## src/rtl/tpbc_pkg.sv

```systemverilog
`default_nettype none

package tpbc_pkg;

	// character class codes
	localparam logic [1:0] KIND_NEWLINE = 2'd0;
	localparam logic [1:0] KIND_BLANK   = 2'd1;

	// configuration register indexes
	localparam logic [1:0] REG_MAX_LINE_WIDTH     = 2'd0;
	localparam logic [1:0] REG_MAX_CONTENT_HEIGHT = 2'd1;
	localparam logic [1:0] REG_LINE_HEIGHT        = 2'd2;
	localparam logic [1:0] REG_PARAGRAPH_GAP      = 2'd3;

	localparam logic [15:0] MAX16 = 16'hFFFF;
	localparam logic [23:0] MAX24 = 24'hFF_FFFF;

	typedef struct packed {
		logic [23:0] max_line_width;
		logic [23:0] max_content_height;
		logic [21:0] row_height;
		logic [21:0] paragraph_gap;
	} cfg_t;

	typedef struct packed {
		logic [15:0] page_total;
		logic [23:0] used_height;
		logic [23:0] line_width_sum;
		logic [23:0] word_width_sum;
		logic [15:0] paragraph_lines;
		logic        carry_paragraph;
	} state_t;

	// clamp a grown sum to 24 bits
	function automatic logic [23:0] sat24(input logic [25:0] v);
		logic [23:0] r;
		r = (v[25:24] != 2'b00) ? MAX24 : v[23:0];
		return r;
	endfunction

	// saturating 16 bit increment
	function automatic logic [15:0] inc16(input logic [15:0] v);
		logic [15:0] r;
		r = (v == MAX16) ? MAX16 : v + 16'd1;
		return r;
	endfunction

endpackage

`default_nettype wire

```

## src/rtl/tpbc_cfg_regs.sv

```systemverilog
`default_nettype none

module tpbc_cfg_regs (
	input  wire logic         clk,
	input  wire logic         arst_n,
	input  wire logic         wr_en,
	input  wire logic [1:0]   wr_index,
	input  wire logic [23:0]  wr_data,
	output tpbc_pkg::cfg_t    cfg,
	output logic              lh_wr
);

	tpbc_pkg::cfg_t cfg_q;

	// register file, one write per cycle
	always_ff @(posedge clk or negedge arst_n) begin
		if (!arst_n) begin
			cfg_q <= '0;
		end else if (wr_en) begin
			case (wr_index)
				tpbc_pkg::REG_MAX_LINE_WIDTH:     cfg_q.max_line_width <= wr_data;
				tpbc_pkg::REG_MAX_CONTENT_HEIGHT: cfg_q.max_content_height <= wr_data;
				tpbc_pkg::REG_LINE_HEIGHT:        cfg_q.row_height <= wr_data[21:0];
				tpbc_pkg::REG_PARAGRAPH_GAP:      cfg_q.paragraph_gap <= wr_data[21:0];
				default: ;
			endcase
		end
	end

	assign cfg   = cfg_q;
	assign lh_wr = wr_en && (wr_index == tpbc_pkg::REG_LINE_HEIGHT);

endmodule

`default_nettype wire

```

## src/rtl/tpbc_step.sv

```systemverilog
`default_nettype none

module tpbc_step (
	input  wire tpbc_pkg::cfg_t   cfg,
	input  wire tpbc_pkg::state_t cur,
	input  wire logic [1:0]       char_kind,
	input  wire logic [15:0]      glyph_w,
	output tpbc_pkg::state_t      nxt
);

	logic [23:0] lh2;
	logic [23:0] lh3;
	logic [23:0] nl_height;
	logic [23:0] wrap_height;
	logic [23:0] new_word;
	logic [23:0] new_line;
	logic [15:0] new_lines;

	// multiples of the line height
	assign lh2 = {1'b0, cfg.row_height, 1'b0};
	assign lh3 = lh2 + {2'b00, cfg.row_height};

	// height sums for newline and wrap
	assign nl_height = tpbc_pkg::sat24({2'b00, cur.used_height}
		+ {4'h0, cfg.paragraph_gap} + {4'h0, cfg.row_height});
	assign wrap_height = tpbc_pkg::sat24({2'b00, cur.used_height}
		+ {4'h0, cfg.row_height});

	// word and line width after this character
	assign new_word = (char_kind == tpbc_pkg::KIND_BLANK) ? 24'd0 :
		tpbc_pkg::sat24({2'b00, cur.word_width_sum} + {10'd0, glyph_w});
	assign new_line = tpbc_pkg::sat24({2'b00, cur.line_width_sum} + {10'd0, glyph_w});
	assign new_lines = tpbc_pkg::inc16(cur.paragraph_lines);

	always_comb begin
		nxt = cur;
		if (char_kind == tpbc_pkg::KIND_NEWLINE) begin
			nxt.paragraph_lines = 16'd1;
			nxt.word_width_sum  = '0;
			nxt.line_width_sum  = '0;
			nxt.carry_paragraph = 1'b0;
			if (nl_height >= cfg.max_content_height) begin
				nxt.page_total  = tpbc_pkg::inc16(cur.page_total);
				nxt.used_height = {2'b00, cfg.row_height};
			end else begin
				nxt.used_height = nl_height;
			end
		end else begin
			nxt.word_width_sum = new_word;
			nxt.line_width_sum = new_line;
			// wrap: partial word moves to the next line
			if (new_line >= cfg.max_line_width) begin
				nxt.line_width_sum  = new_word;
				nxt.paragraph_lines = new_lines;
				if (cur.carry_paragraph && new_lines == 16'd4) begin
					nxt.used_height = lh2;
				end else if (wrap_height >= cfg.max_content_height) begin
					nxt.page_total      = tpbc_pkg::inc16(cur.page_total);
					nxt.carry_paragraph = 1'b1;
					case (new_lines)
						16'd1:   nxt.used_height = {2'b00, cfg.row_height};
						16'd3:   nxt.used_height = lh3;
						default: nxt.used_height = lh2;
					endcase
				end else begin
					nxt.used_height = wrap_height;
				end
			end
		end
	end

endmodule

`default_nettype wire

```

## src/rtl/text_page_break_counter_top.sv

```systemverilog
`default_nettype none

// channel  direction  signals                                    fields
// s_*      in         s_tvalid s_tready s_tdata s_tuser          glyph width, char_kind
// m_*      out        m_tvalid m_tready m_tdata                  pages, page_fill
// cfg_*    in         cfg_valid cfg_ready cfg_index cfg_data     register index and data
//
// one character per cycle unless the output stalls; input, then result register
// the rate is set by the state update in the combinational step logic
// reset: page count 1, used height 0, paragraph lines 1, config registers 0
// the input register holds one word while the result register is stalled
// cfg_ready is always high; a line height write before the first word loads used height

module text_page_break_counter_top (
	input  wire logic         clk,
	input  wire logic         arst_n,
	input  wire logic         s_tvalid,
	output logic              s_tready,
	input  wire logic [15:0]  s_tdata,   // [15:0] glyph width
	input  wire logic [1:0]   s_tuser,   // [1:0] char_kind
	output logic              m_tvalid,
	input  wire logic         m_tready,
	output logic [39:0]       m_tdata,   // [15:0] pages, [39:16] page_fill
	input  wire logic         cfg_valid,
	output logic              cfg_ready,
	input  wire logic [1:0]   cfg_index,
	input  wire logic [23:0]  cfg_data
);

	tpbc_pkg::cfg_t   cfg;
	tpbc_pkg::state_t st_q;
	tpbc_pkg::state_t st_nxt;
	logic             lh_wr;
	logic             started_q;
	logic             valid_s1;
	logic [1:0]       kind_s1;
	logic [15:0]      width_s1;
	logic             out_valid_q;
	logic [15:0]      out_pages_q;
	logic [23:0]      out_fill_q;
	logic             advance;
	logic             s_fire;

	assign cfg_ready = 1'b1;

	tpbc_cfg_regs u_cfg (
		.clk      (clk),
		.arst_n   (arst_n),
		.wr_en    (cfg_valid),
		.wr_index (cfg_index),
		.wr_data  (cfg_data),
		.cfg      (cfg),
		.lh_wr    (lh_wr)
	);

	tpbc_step u_step (
		.cfg        (cfg),
		.cur        (st_q),
		.char_kind  (kind_s1),
		.glyph_w    (width_s1),
		.nxt        (st_nxt)
	);

	// handshake between stages
	assign advance  = valid_s1 && (!out_valid_q || m_tready);
	assign s_tready = !valid_s1 || advance;
	assign s_fire   = s_tvalid && s_tready;

	// input register
	always_ff @(posedge clk or negedge arst_n) begin
		if (!arst_n) begin
			valid_s1 <= 1'b0;
		end else if (s_tready) begin
			valid_s1 <= s_tvalid;
		end
	end

	always_ff @(posedge clk) begin
		if (s_fire) begin
			kind_s1  <= s_tuser;
			width_s1 <= s_tdata;
		end
	end

	// running page state
	always_ff @(posedge clk or negedge arst_n) begin
		if (!arst_n) begin
			st_q.page_total      <= 16'd1;
			st_q.used_height     <= '0;
			st_q.line_width_sum  <= '0;
			st_q.word_width_sum  <= '0;
			st_q.paragraph_lines <= 16'd1;
			st_q.carry_paragraph <= 1'b0;
			started_q            <= 1'b0;
		end else if (advance) begin
			st_q      <= st_nxt;
			started_q <= 1'b1;
		end else if (lh_wr && !started_q) begin
			st_q.used_height <= {2'b00, cfg_data[21:0]};
		end
	end

	// result register
	always_ff @(posedge clk or negedge arst_n) begin
		if (!arst_n) begin
			out_valid_q <= 1'b0;
		end else if (advance) begin
			out_valid_q <= 1'b1;
		end else if (m_tready) begin
			out_valid_q <= 1'b0;
		end
	end

	always_ff @(posedge clk) begin
		if (advance) begin
			out_pages_q <= st_nxt.page_total;
			out_fill_q  <= st_nxt.used_height;
		end
	end

	assign m_tvalid = out_valid_q;
	assign m_tdata  = {out_fill_q, out_pages_q};

	// checks
	a_result_follows: assert property (@(posedge clk) disable iff (!arst_n)
		advance |=> m_tvalid)
		else $error("result word missing after state update");

	a_pages_nonzero: assert property (@(posedge clk) disable iff (!arst_n)
		st_q.page_total != 16'd0 && st_q.paragraph_lines != 16'd0)
		else $error("page or paragraph line count reached zero");

	a_pages_monotonic: assert property (@(posedge clk) disable iff (!arst_n)
		advance |=> out_pages_q >= $past(st_q.page_total))
		else $error("page count went backward");

	a_lh_preload: assert property (@(posedge clk) disable iff (!arst_n)
		(lh_wr && !started_q && !advance) |=>
			st_q.used_height == {2'b00, $past(cfg_data[21:0])})
		else $error("line height not loaded into used height before start");

	a_input_held: assert property (@(posedge clk) disable iff (!arst_n)
		(valid_s1 && !advance) |=> valid_s1 && $stable(kind_s1) && $stable(width_s1))
		else $error("stalled input register lost its word");

endmodule

`default_nettype wire
```

## config.mk

```make
export PLATFORM = sky130hd
export DESIGN_NAME = text_page_break_counter_top
export DESIGN_NICKNAME = d
export VERILOG_FILES = /design/src/rtl/tpbc_pkg.sv /design/src/rtl/tpbc_cfg_regs.sv /design/src/rtl/tpbc_step.sv /design/src/rtl/text_page_break_counter_top.sv
export SDC_FILE = /design/constraint.sdc
export NUM_CORES = 1
export LEC_CHECK = 0
export BUFFER_PORTS_ARGS = -buffer_cell sky130_fd_sc_hd__buf_2
export CELL_PAD_IN_SITES_DETAIL_PLACEMENT = 0
export CELL_PAD_IN_SITES_GLOBAL_PLACEMENT = 1
export CORE_ASPECT_RATIO = 2
export CORE_UTILIZATION = 44
export DETAILED_ROUTE_END_ITERATION = 6
export HOLD_SLACK_MARGIN = 0.02
export PLACE_DENSITY = 0.74
export SETUP_SLACK_MARGIN = 0.2
export SLEW_MARGIN = 20
export SYNTH_ARGS = -nofsm -noshare
export SYNTH_HDL_FRONTEND = slang
export SYNTH_SLANG_ARGS = --single-unit
export TNS_END_PERCENT = 10
```

## constraint.sdc

```tcl
create_clock -name clk -period 6.5 [get_ports clk]
set_input_delay 0.65 -clock clk [delete_from_list [all_inputs] [get_ports clk]]
set_output_delay 0.65 -clock clk [all_outputs]
set_load 0.01 [all_outputs]
```

==> impl_metrics.json, run 1 <==
{
  "hold_violations": 0,
  "required_ps": 6880,
  "cts_buffers": 27,
  "tritoncts": "done",
  "crit_family": "compound AO/OA/AOI/OAI gates",
  "path_class": "register to register",
  "clk_path_buf_depth": 3,
  "root_buffer": "clkbuf_16",
  "wl_met3_mm": 2.52,
  "final_util_pct": 52.6,
  "met2_wirelength_mm": 38.3,
  "drc_errors": 0,
  "yosysTopAreaCell": "dfrtp_1",
  "synth.area.top_cells": "dfrtp_1 (24%), ha_1 (12%), edfxtp_1 (8.6%)",
  "yosysWarnings": 0,
  "start_util_pct": 44.4,
  "synth_top_area_share_pct": 24.4,
  "async_flop_share_pct": 77.5,
  "place_area_um2": 22700,
  "drt-met1-wl_mm": 24.8,
  "fmax_mhz": 163,
  "core_um2": 45700,
  "leakagePower_nw": 11.1,
  "arrival_ps": 6530,
  "grt_setup_unrepaired": "true",
  "crit_path_end_kind": "register",
  "path_clk_slew_ps": 60,
  "gp_congestion": 0.985,
  "path_buf_inv": 7,
  "period_needed_ps": 6150,
  "grt_overflow": 0,
  "htreeDepth": 1,
  "drt-initial-drc-count": 943,
  "syn_inst": 2289,
  "die_w_um": 154,
  "antennaDiodeCount": 0,
  "startpoint": "u_cfg.cfg[0]",
  "crit_path_start_kind": "register",
  "slew_viol_final": 0,
  "grt_max_degree": 72,
  "io_buffers": 90,
  "vias_per_cell": 6.06,
  "nFillCells": 4291,
  "highest_layer": "met4",
  "synth_edf_count": 58,
  "final_area_um2": 24000,
  "hp-class": "input port to asynchronous set/reset pin",
  "grt_pass1_vias": 20000,
  "setup_viol": 0,
  "clock_latency_ps": 590,
  "ys_types": 91,
  "area_growth_pct": 18.5,
  "finalWirelength_mm": 72.0,
  "tightest_slew_ps": 1080,
  "pin_count": 92,
  "die_area_um2": 47000,
  "cts_sinks": 258,
  "dr.pass1.iters": 5,
  "power.density_nw_per_um2": 643,
  "cap_viol_max_count": 0,
  "ys_ff_latch": 258,
  "max_slew_margin_pct": 26.2,
  "syn_nets": 2538,
  "finClkSkew_ps": 40.9,
  "vias": 18900,
  "power.total_mw": 15.5,
  "crit_top_cell": "a21o_1",
  "grt.total_usage_pct": 30.6,
  "dp_hpwl_mm": 56.7,
  "vdd_ir_drop_max_mv": 0.542,
  "drive_above_1_share_pct": 20.9,
  "critPathMaxStageDelay_ps": 380,
  "finalCritPeriodShare_pct": 94.6,
  "routedWlPerCell_um": 23.1,
  "final_antenna_net_count": 0,
  "rows": 111,
  "synthFlopType": "dfrtp_1",
  "r2r-start": "u_cfg.cfg[0]",
  "cp_slowest_cell": "fa_2",
  "fp.dieH_um": 306,
  "dp_cells": 3049,
  "yosysSeqAreaShare_pct": 33.3,
  "yosysMostFrequentCell": "nand2_1",
  "syn_avg_cell_area_um2": 8.87,
  "nets": 2782,
  "grt_pass1_wl_mm": 110,
  "fin_cells": 3119,
  "outcome": "completed",
  "crit_fanout": 28,
  "antenna_found_initial": 0,
  "yosys-top-cells-count": "nand2_1 (251), a21oi_1 (219), dfrtp_1 (198)",
  "netlist_area_um2": 20300,
  "ctsHoldBuffers": 0
}
-- state kept, by name (all words and copies together) (netlist names) --
register	cells
m_tvalid	1
width_s1	16
out_fill_q	24
started_q	1
u_cfg.cfg	92
st_q	105
valid_s1	1
kind_s1	2
out_pages_q	16
-- cells by family (layout without fill, tap and decap cells) --
| kind of cell | Yosys count | count (layout) | share of synthesized area [%] |
|---|---|---|---|
| buf+inv | 200 | 465 | 4.03 |
| flops | 258 | 258 | 33.3 |
| xor+xnor | 109 | 109 | 4.70 |
| other cells | 1 | 1 | 0.0185 |
| simple gates | 648 | 648 | 15.5 |
| mux | 90 | 90 | 4.93 |
| compound gates | 783 | 783 | 25.0 |
| fa+ha+maj | 200 | 200 | 12.6 |
-- metrics by stage --
stage	setup slack [ps]	hold WS, ps	TNS (ps)
6_report	349	34.1	0
5_1_grt	43.7	62.8	0
4_1_cts	202	49.5	0
3_5_place_dp	-330	468	-16490
3_3_place_gp	-269	456	-11540
2_1_floorplan	261	354	0
-- metal layers --
metal  track usage, %  vias up
li1                 -     8975
met1             29.3     9148
met2             58.4      538
met3             3.03      240
met4             24.5        0
met5                0        -
-- cells in the final DEF (no fill, tap or decap), types with 25 or more instances in the layout --
master and n:
nand2_1 250, buf_4 214, a21oi_1 206, dfrtp_1 198, ha_1 187, o21ai_0 154
nor2_1 117, inv_1 95, buf_2 90, a21o_1 88, mux2_2 79, edfxtp_1 58
xnor2_1 57, nand3_1 51, xor2_1 51, a31oi_1 38, o21a_1 29, clkbuf_16 28
nand2b_1 27, nand4_1 26, o211ai_1 26, nor3_1 26, a211oi_1 25
-- repair_timing --
| action | CTS | global route |
|---|---|---|
| setup buffers | 9 | 9 |
| gates cloned | 1 | 1 |
| resized for setup | 18 | 52 |
| pin swaps | 11 | 37 |
| endpoints found under the setup margin | 80 | 82 |
-- report_power, final --
part	internal (mW)	leakage, nW	switching (mW)	total [mW]
sequential	2.10	3.06	0.324	2.43
combinational	5.19	7.60	6.19	11.4
clock	0.948	0.454	0.703	1.65
-- final timing paths --
path	endpoint	slack, ps	cells past startpoint
worst min register to register	st_q[43]	480	2
min in group clk	kind_s1[0]	240	1
worst max register to register	out_fill_q[5]	350	35
max in group asynchronous	st_q[63]	5070	2
worst max-delay path	out_fill_q[5]	350	35
worst min-delay path	st_q[67]	30	1
-- layout make-up --
type | instances | area (um2) | share of cell area [%]
timing repair buffer | 317 | 2250 | 9.38
clock buffer | 37 | 764 | 3.18
clock inverter | 13 | 159 | 0.661
tap | 565 | 707 | 2.94
sequential | 258 | 6750 | 28.1
multi-input combinational | 1831 | 13000 | 54.2
inverter | 98 | 369 | 1.53
(Power assumes the default switching activity.)
==> run 2, diff against run 1 <==
CTS_BUF_LIST = sky130_fd_sc_hd__clkbuf_8 sky130_fd_sc_hd__clkbuf_16   (was unset)
==> run 2 against run 1 <==
Effect of this change: critical path depth down 3; highest routed layer unchanged; clock power about the same; non-clock buffer count unchanged; final cell count unchanged; largest power group unchanged; maximum frequency up 0.12%; largest cell class unchanged; clock-buffer cell count down 6; global-route usage unchanged; critical endpoint is now out_pages_q[12]; register-to-register slack about the same; first-iteration DRC count up 1.3%; core utilization unchanged; flip-flop and latch count unchanged.
==> impl_metrics.json, run 2 (synthesized netlist as in run 1, its figures left out) <==
{
  "critPathMaxStageDelay_ps": 380,
  "rows": 111,
  "whs_ps": 32.1,
  "critPathCapture": "out_pages_q[12]",
  "routedWlPerCell_um": 23.1,
  "slew_viol_final": 0,
  "most-common-layout-cells": "nand2_1 (250), buf_4 (214), a21oi_1 (206)",
  "largest_reg_flops": 105,
  "crit_path_end_kind": "register",
  "max_slew_margin_pct": 26.5,
  "final_area_um2": 24000,
  "top_register": "st_q",
  "crit_fanout": 8,
  "tightest_slew_ps": 1070,
  "start_util_pct": 44.4,
  "grt_max_degree": 72,
  "grt.total_usage_pct": 30.6,
  "use_met1_pct": 29.3,
  "cp_slowest_cell": "fa_2",
  "cp_num_cells": 32,
  "vias": 18900,
  "tritoncts": "done",
  "finClkSkew_ps": 40.1,
  "cap_viol_max_count": 0,
  "r2r_cells": 32,
  "grt_overflow": 0,
  "io_buffers": 90,
  "finalWirelength_mm": 72.0,
  "power.density_nw_per_um2": 643,
  "grt_setup_unrepaired": "true",
  "drive_above_1_share_pct": 20.9,
  "crit_path_start_kind": "register",
  "startpoint": "u_cfg.cfg[0]",
  "dr.pass1.iters": 5,
  "dp_cells": 3049,
  "cts_sinks": 258,
  "r2r-end": "out_pages_q[12]",
  "final_antenna_net_count": 0,
  "pin_count": 92,
  "fp.dieH_um": 306,
  "fmax_mhz": 163,
  "grt_pass1_vias": 20000,
  "root_buffer": "clkbuf_16",
  "path_buf_inv": 6,
  "grt_pass1_wl_mm": 110,
  "crit_family": "compound AO/OA/AOI/OAI gates",
  "power.total_mw": 15.5,
  "clk_path_buf_depth": 3,
  "drt-initial-drc-count": 955,
  "setup_ws_ps": 356,
  "grt_most_used_layer": "met2",
  "area_growth_pct": 18.5,
  "hold_violations": 0,
  "final_common_cell": "nand2_1",
  "dp_hpwl_mm": 56.7,
  "r2r-start": "u_cfg.cfg[0]",
  "arrival_ps": 6480,
  "fin_cells": 3119,
  "gp_congestion": 0.985,
  "die_area_um2": 47000,
  "setup_viol": 0,
  "vias_per_cell": 6.07,
  "cts_buffers": 27,
  "core_um2": 45700,
  "period_needed_ps": 6140,
  "rrSetupSlack_ps": 360,
  "path_class": "register to register",
  "drc_errors": 0,
  "grt_use_met2_pct": 58.4,
  "die_w_um": 154,
  "vdd_ir_drop_max_mv": 0.541,
  "antennaDiodeCount": 0,
  "leakagePower_nw": 11.1,
  "antenna_found_initial": 0,
  "met3_usage_pct": 3.03,
  "nets": 2782,
  "outcome": "completed",
  "hp-class": "input port to asynchronous set/reset pin",
  "htreeDepth": 1,
  "required_ps": 6830,
  "place_area_um2": 22700,
  "finalCritPeriodShare_pct": 94.5,
  "final_util_pct": 52.6,
  "finalSetupTns_ps": 0,
  "pre_cts_ws_ps": -330,
  "path_clk_slew_ps": 60,
  "clock_latency_ps": 580,
  "nFillCells": 4291
}
==> run 2: worst min path at each step <==
stage	endpoint	slack [ps]	depth (start not counted)	startpoint
floorplan	m_tvalid	350	0	arst_n
global placement	st_q[43]	460	2	st_q[43]
detailed placement	st_q[43]	470	2	st_q[43]
CTS	st_q[67]	50	1	arst_n
global route	st_q[67]	60	1	arst_n
finish	st_q[67]	30	1	arst_n
==> run 2: power by group <==
part / switching [mW] / internal [mW] / total, mW
Clock: 0.703 / 0.939 / 1.64
Combinational: 6.19 / 5.20 / 11.4
Sequential: 0.325 / 2.10 / 2.43
==> run 2: layout make-up <==
cell class                 count  area [um2]  area share (%)
multi-input combinational   1831       13000            54.2
sequential                   258        6750            28.1
timing repair buffer         317        2250            9.38
clock buffer                  31         742            3.09
tap                          565         707            2.94
inverter                      98         369            1.53
clock inverter                19         181           0.754
==> run 2: timing repair <==
action                     in CTS  in global routing
pin swaps                      11                 37
hold buffers                    0                  0
setup buffers                   9                  9
gates cloned                    1                  1
setup endpoints to repair      80                 82
gates resized for setup        18                 52
hold endpoints to repair        0                  0
==> run 2: routing by layer <==
metal	share of wire, %	vias up
met3	3.5	247
li1	-	8971
met5	0	-
met2	53	541
met1	34	9168
met4	8.9	0
==> run 3, diff against run 2 <==
BUFFER_PORTS_ARGS = unset   (was -buffer_cell sky130_fd_sc_hd__buf_2)
CORE_UTILIZATION = 46   (was 44)
DONT_BUFFER_PORTS = 1   (was unset)
clock period = 5.6 ns   (was 6.5 ns; I/O delays follow)
==> run 3 against run 2 <==
Effect of this change: the run now ends with negative setup slack left; highest routed layer unchanged; worst setup slack worse by 860 ps; maximum frequency up 0.67%; sequential share of layout area down 0.75 points; register-to-register slack worse by 860 ps; largest cell class unchanged; non-clock buffer count up 1; total power up 23%; worst hold slack better by 54 ps; critical path type unchanged.
==> impl_metrics.json, run 3 (synthesized netlist as in run 1, its figures left out) <==
{
  "die_w_um": 151,
  "dp_cells": 3031,
  "rows": 108,
  "seqPwrFrac_pct": 14.8,
  "routedWlPerCell_um": 23.7,
  "drc_errors": 0,
  "combPwrFrac_pct": 75.2,
  "setup_viol": 80,
  "whs_ps": 86.5,
  "most-common-layout-cells": "buf_4 (289), nand2_1 (243), dfrtp_1 (198)",
  "path_clk_slew_ps": 70,
  "crit_path_start_kind": "register",
  "min_path_cells": 0,
  "dp_hpwl_mm": 57.2,
  "cts_buffers": 27,
  "vias": 19100,
  "tightest_slew_ps": 1140,
  "period_needed_ps": 6100,
  "gp_congestion": 0.975,
  "setup_ws_ps": -503,
  "fp.dieH_um": 299,
  "finalSetupTns_ps": -31300,
  "final_common_cell": "buf_4",
  "power.density_nw_per_um2": 769,
  "critPathMaxStageDelay_ps": 400,
  "fmax_mhz": 164,
  "cts_sinks": 258,
  "grt.total_usage_pct": 33.1,
  "violations": "negative setup slack",
  "slew_viol_final": 0,
  "cap_viol_max_count": 0,
  "finalWirelength_mm": 73.5,
  "finClkSkew_ps": 20.8,
  "fin_cells": 3102,
  "r2r_cells": 34,
  "drt-initial-drc-count": 1060,
  "grt_overflow": 0,
  "required_ps": 6060,
  "finalCritPeriodShare_pct": 109,
  "cp_slowest_cell": "a311o_1",
  "area_growth_pct": 21.8,
  "max_slew_margin_pct": 23.7,
  "rrSetupSlack_ps": -500,
  "path_class": "register to register",
  "grt_setup_unrepaired": "true",
  "root_buffer": "clkbuf_16",
  "nets": 2783,
  "p_sw_mw": 8.81,
  "top_register": "st_q",
  "grt_pass1_wl_mm": 112,
  "hold_violations": 0,
  "nFillCells": 3971,
  "drive_above_1_share_pct": 23.6,
  "antennaDiodeCount": 0,
  "grt_pass1_vias": 20100,
  "tritoncts": "done",
  "swShare_pct": 46.3,
  "largest_reg_flops": 105,
  "vdd_ir_drop_max_mv": 0.449,
  "multi_input_area_um2": 13400,
  "htreeDepth": 1,
  "pin_count": 92,
  "crit_path_end_kind": "register",
  "grt_max_degree": 201,
  "antenna_found_initial": 1,
  "outcome": "finished with violations",
  "io_buffers": 0,
  "core_um2": 43500,
  "die_area_um2": 45000,
  "hp-class": "input port to register",
  "dr.pass1.iters": 5,
  "crit_fanout": 7,
  "leakagePower_nw": 11.3,
  "final_antenna_net_count": 0,
  "seq_area_um2": 6750,
  "clk_path_buf_depth": 3,
  "pre_cts_ws_ps": -800,
  "clkPwrFrac_pct": 9.9,
  "intPower_mw": 10.2,
  "clock_latency_ps": 580,
  "vias_per_cell": 6.14,
  "arrival_ps": 6560,
  "start_util_pct": 46.6
}
==> run 3: layout make-up <==
type	count	share of cell area (%)
inverter	98	1.49
timing repair buffer	318	10.4
sequential	258	27.3
tap	550	2.78
multi-input combinational	1831	54.4
clock buffer	33	3.21
clock inverter	14	0.415
==> run 3: routing by layer <==
| layer | global-route usage, % | up-vias | wire (um) | part of all wire, % |
|---|---|---|---|---|
| li1 | - | 8970 | - | - |
| met2 | 61.4 | 558 | 38600 | 52 |
| met3 | 3.71 | 285 | 2970 | 4.0 |
| met1 | 32.8 | 9240 | 25300 | 34 |
| met4 | 25.4 | 0 | 6620 | 9.0 |
| met5 | 0 | - | 0 | 0 |
==> run 3: what timing repair did <==
item,CTS,global route
endpoints found under the setup margin,116,116
hold buffers,1,1
cloned,1,0
gates resized for setup,77,63
hold endpoints to repair,200,76
pin swaps,53,56
setup buffers,15,5
==> run 3: critical path, delay by kind of cell (launching register included) <==
family                     cells  cell delay, ps
DFF                            1             380
adders and majority gates      3             770
muxes                          1             330
buffers and inverters          7             940
AOI/OAI and AO/OA             14            2630
xor gates and xnor gates       1             130
and+or+nand+nor                8             780
==> run 3: worst paths after layout <==
| kind | startpoint | endpoint |
|---|---|---|
| max | st_q[65] | st_q[101] |
| min | s_tdata[11] | width_s1[11] |
| max reg2reg | st_q[65] | st_q[101] |
| min reg2reg | st_q[47] | st_q[47] |
| max in group asynchronous | arst_n | u_cfg.cfg[60] |
| min in group asynchronous | arst_n | u_cfg.cfg[27] |
==> run 3: power by group through the flow <==
stage	Combinational, mW	Clock, mW	Sequential (mW)
after CTS	13.8	1.92	2.81
after global routing	15.5	1.98	2.87
final	14.3	1.89	2.82
after global placement	12.5	0	2.83
after floorplan	7.87	0	2.77
after detailed placement	12.8	0	2.85
==> run 3: stage by stage <==
stage                     cell area [um2]  total power [mW]  utilization [%]
after global routing                24700              20.3             56.8
after global placement              23000              15.4             52.8
final                               24700              19.0             56.8
after detailed placement            23000              15.6             52.8
after floorplan                     20500              10.6                -
after CTS                           24400              18.5             56.0
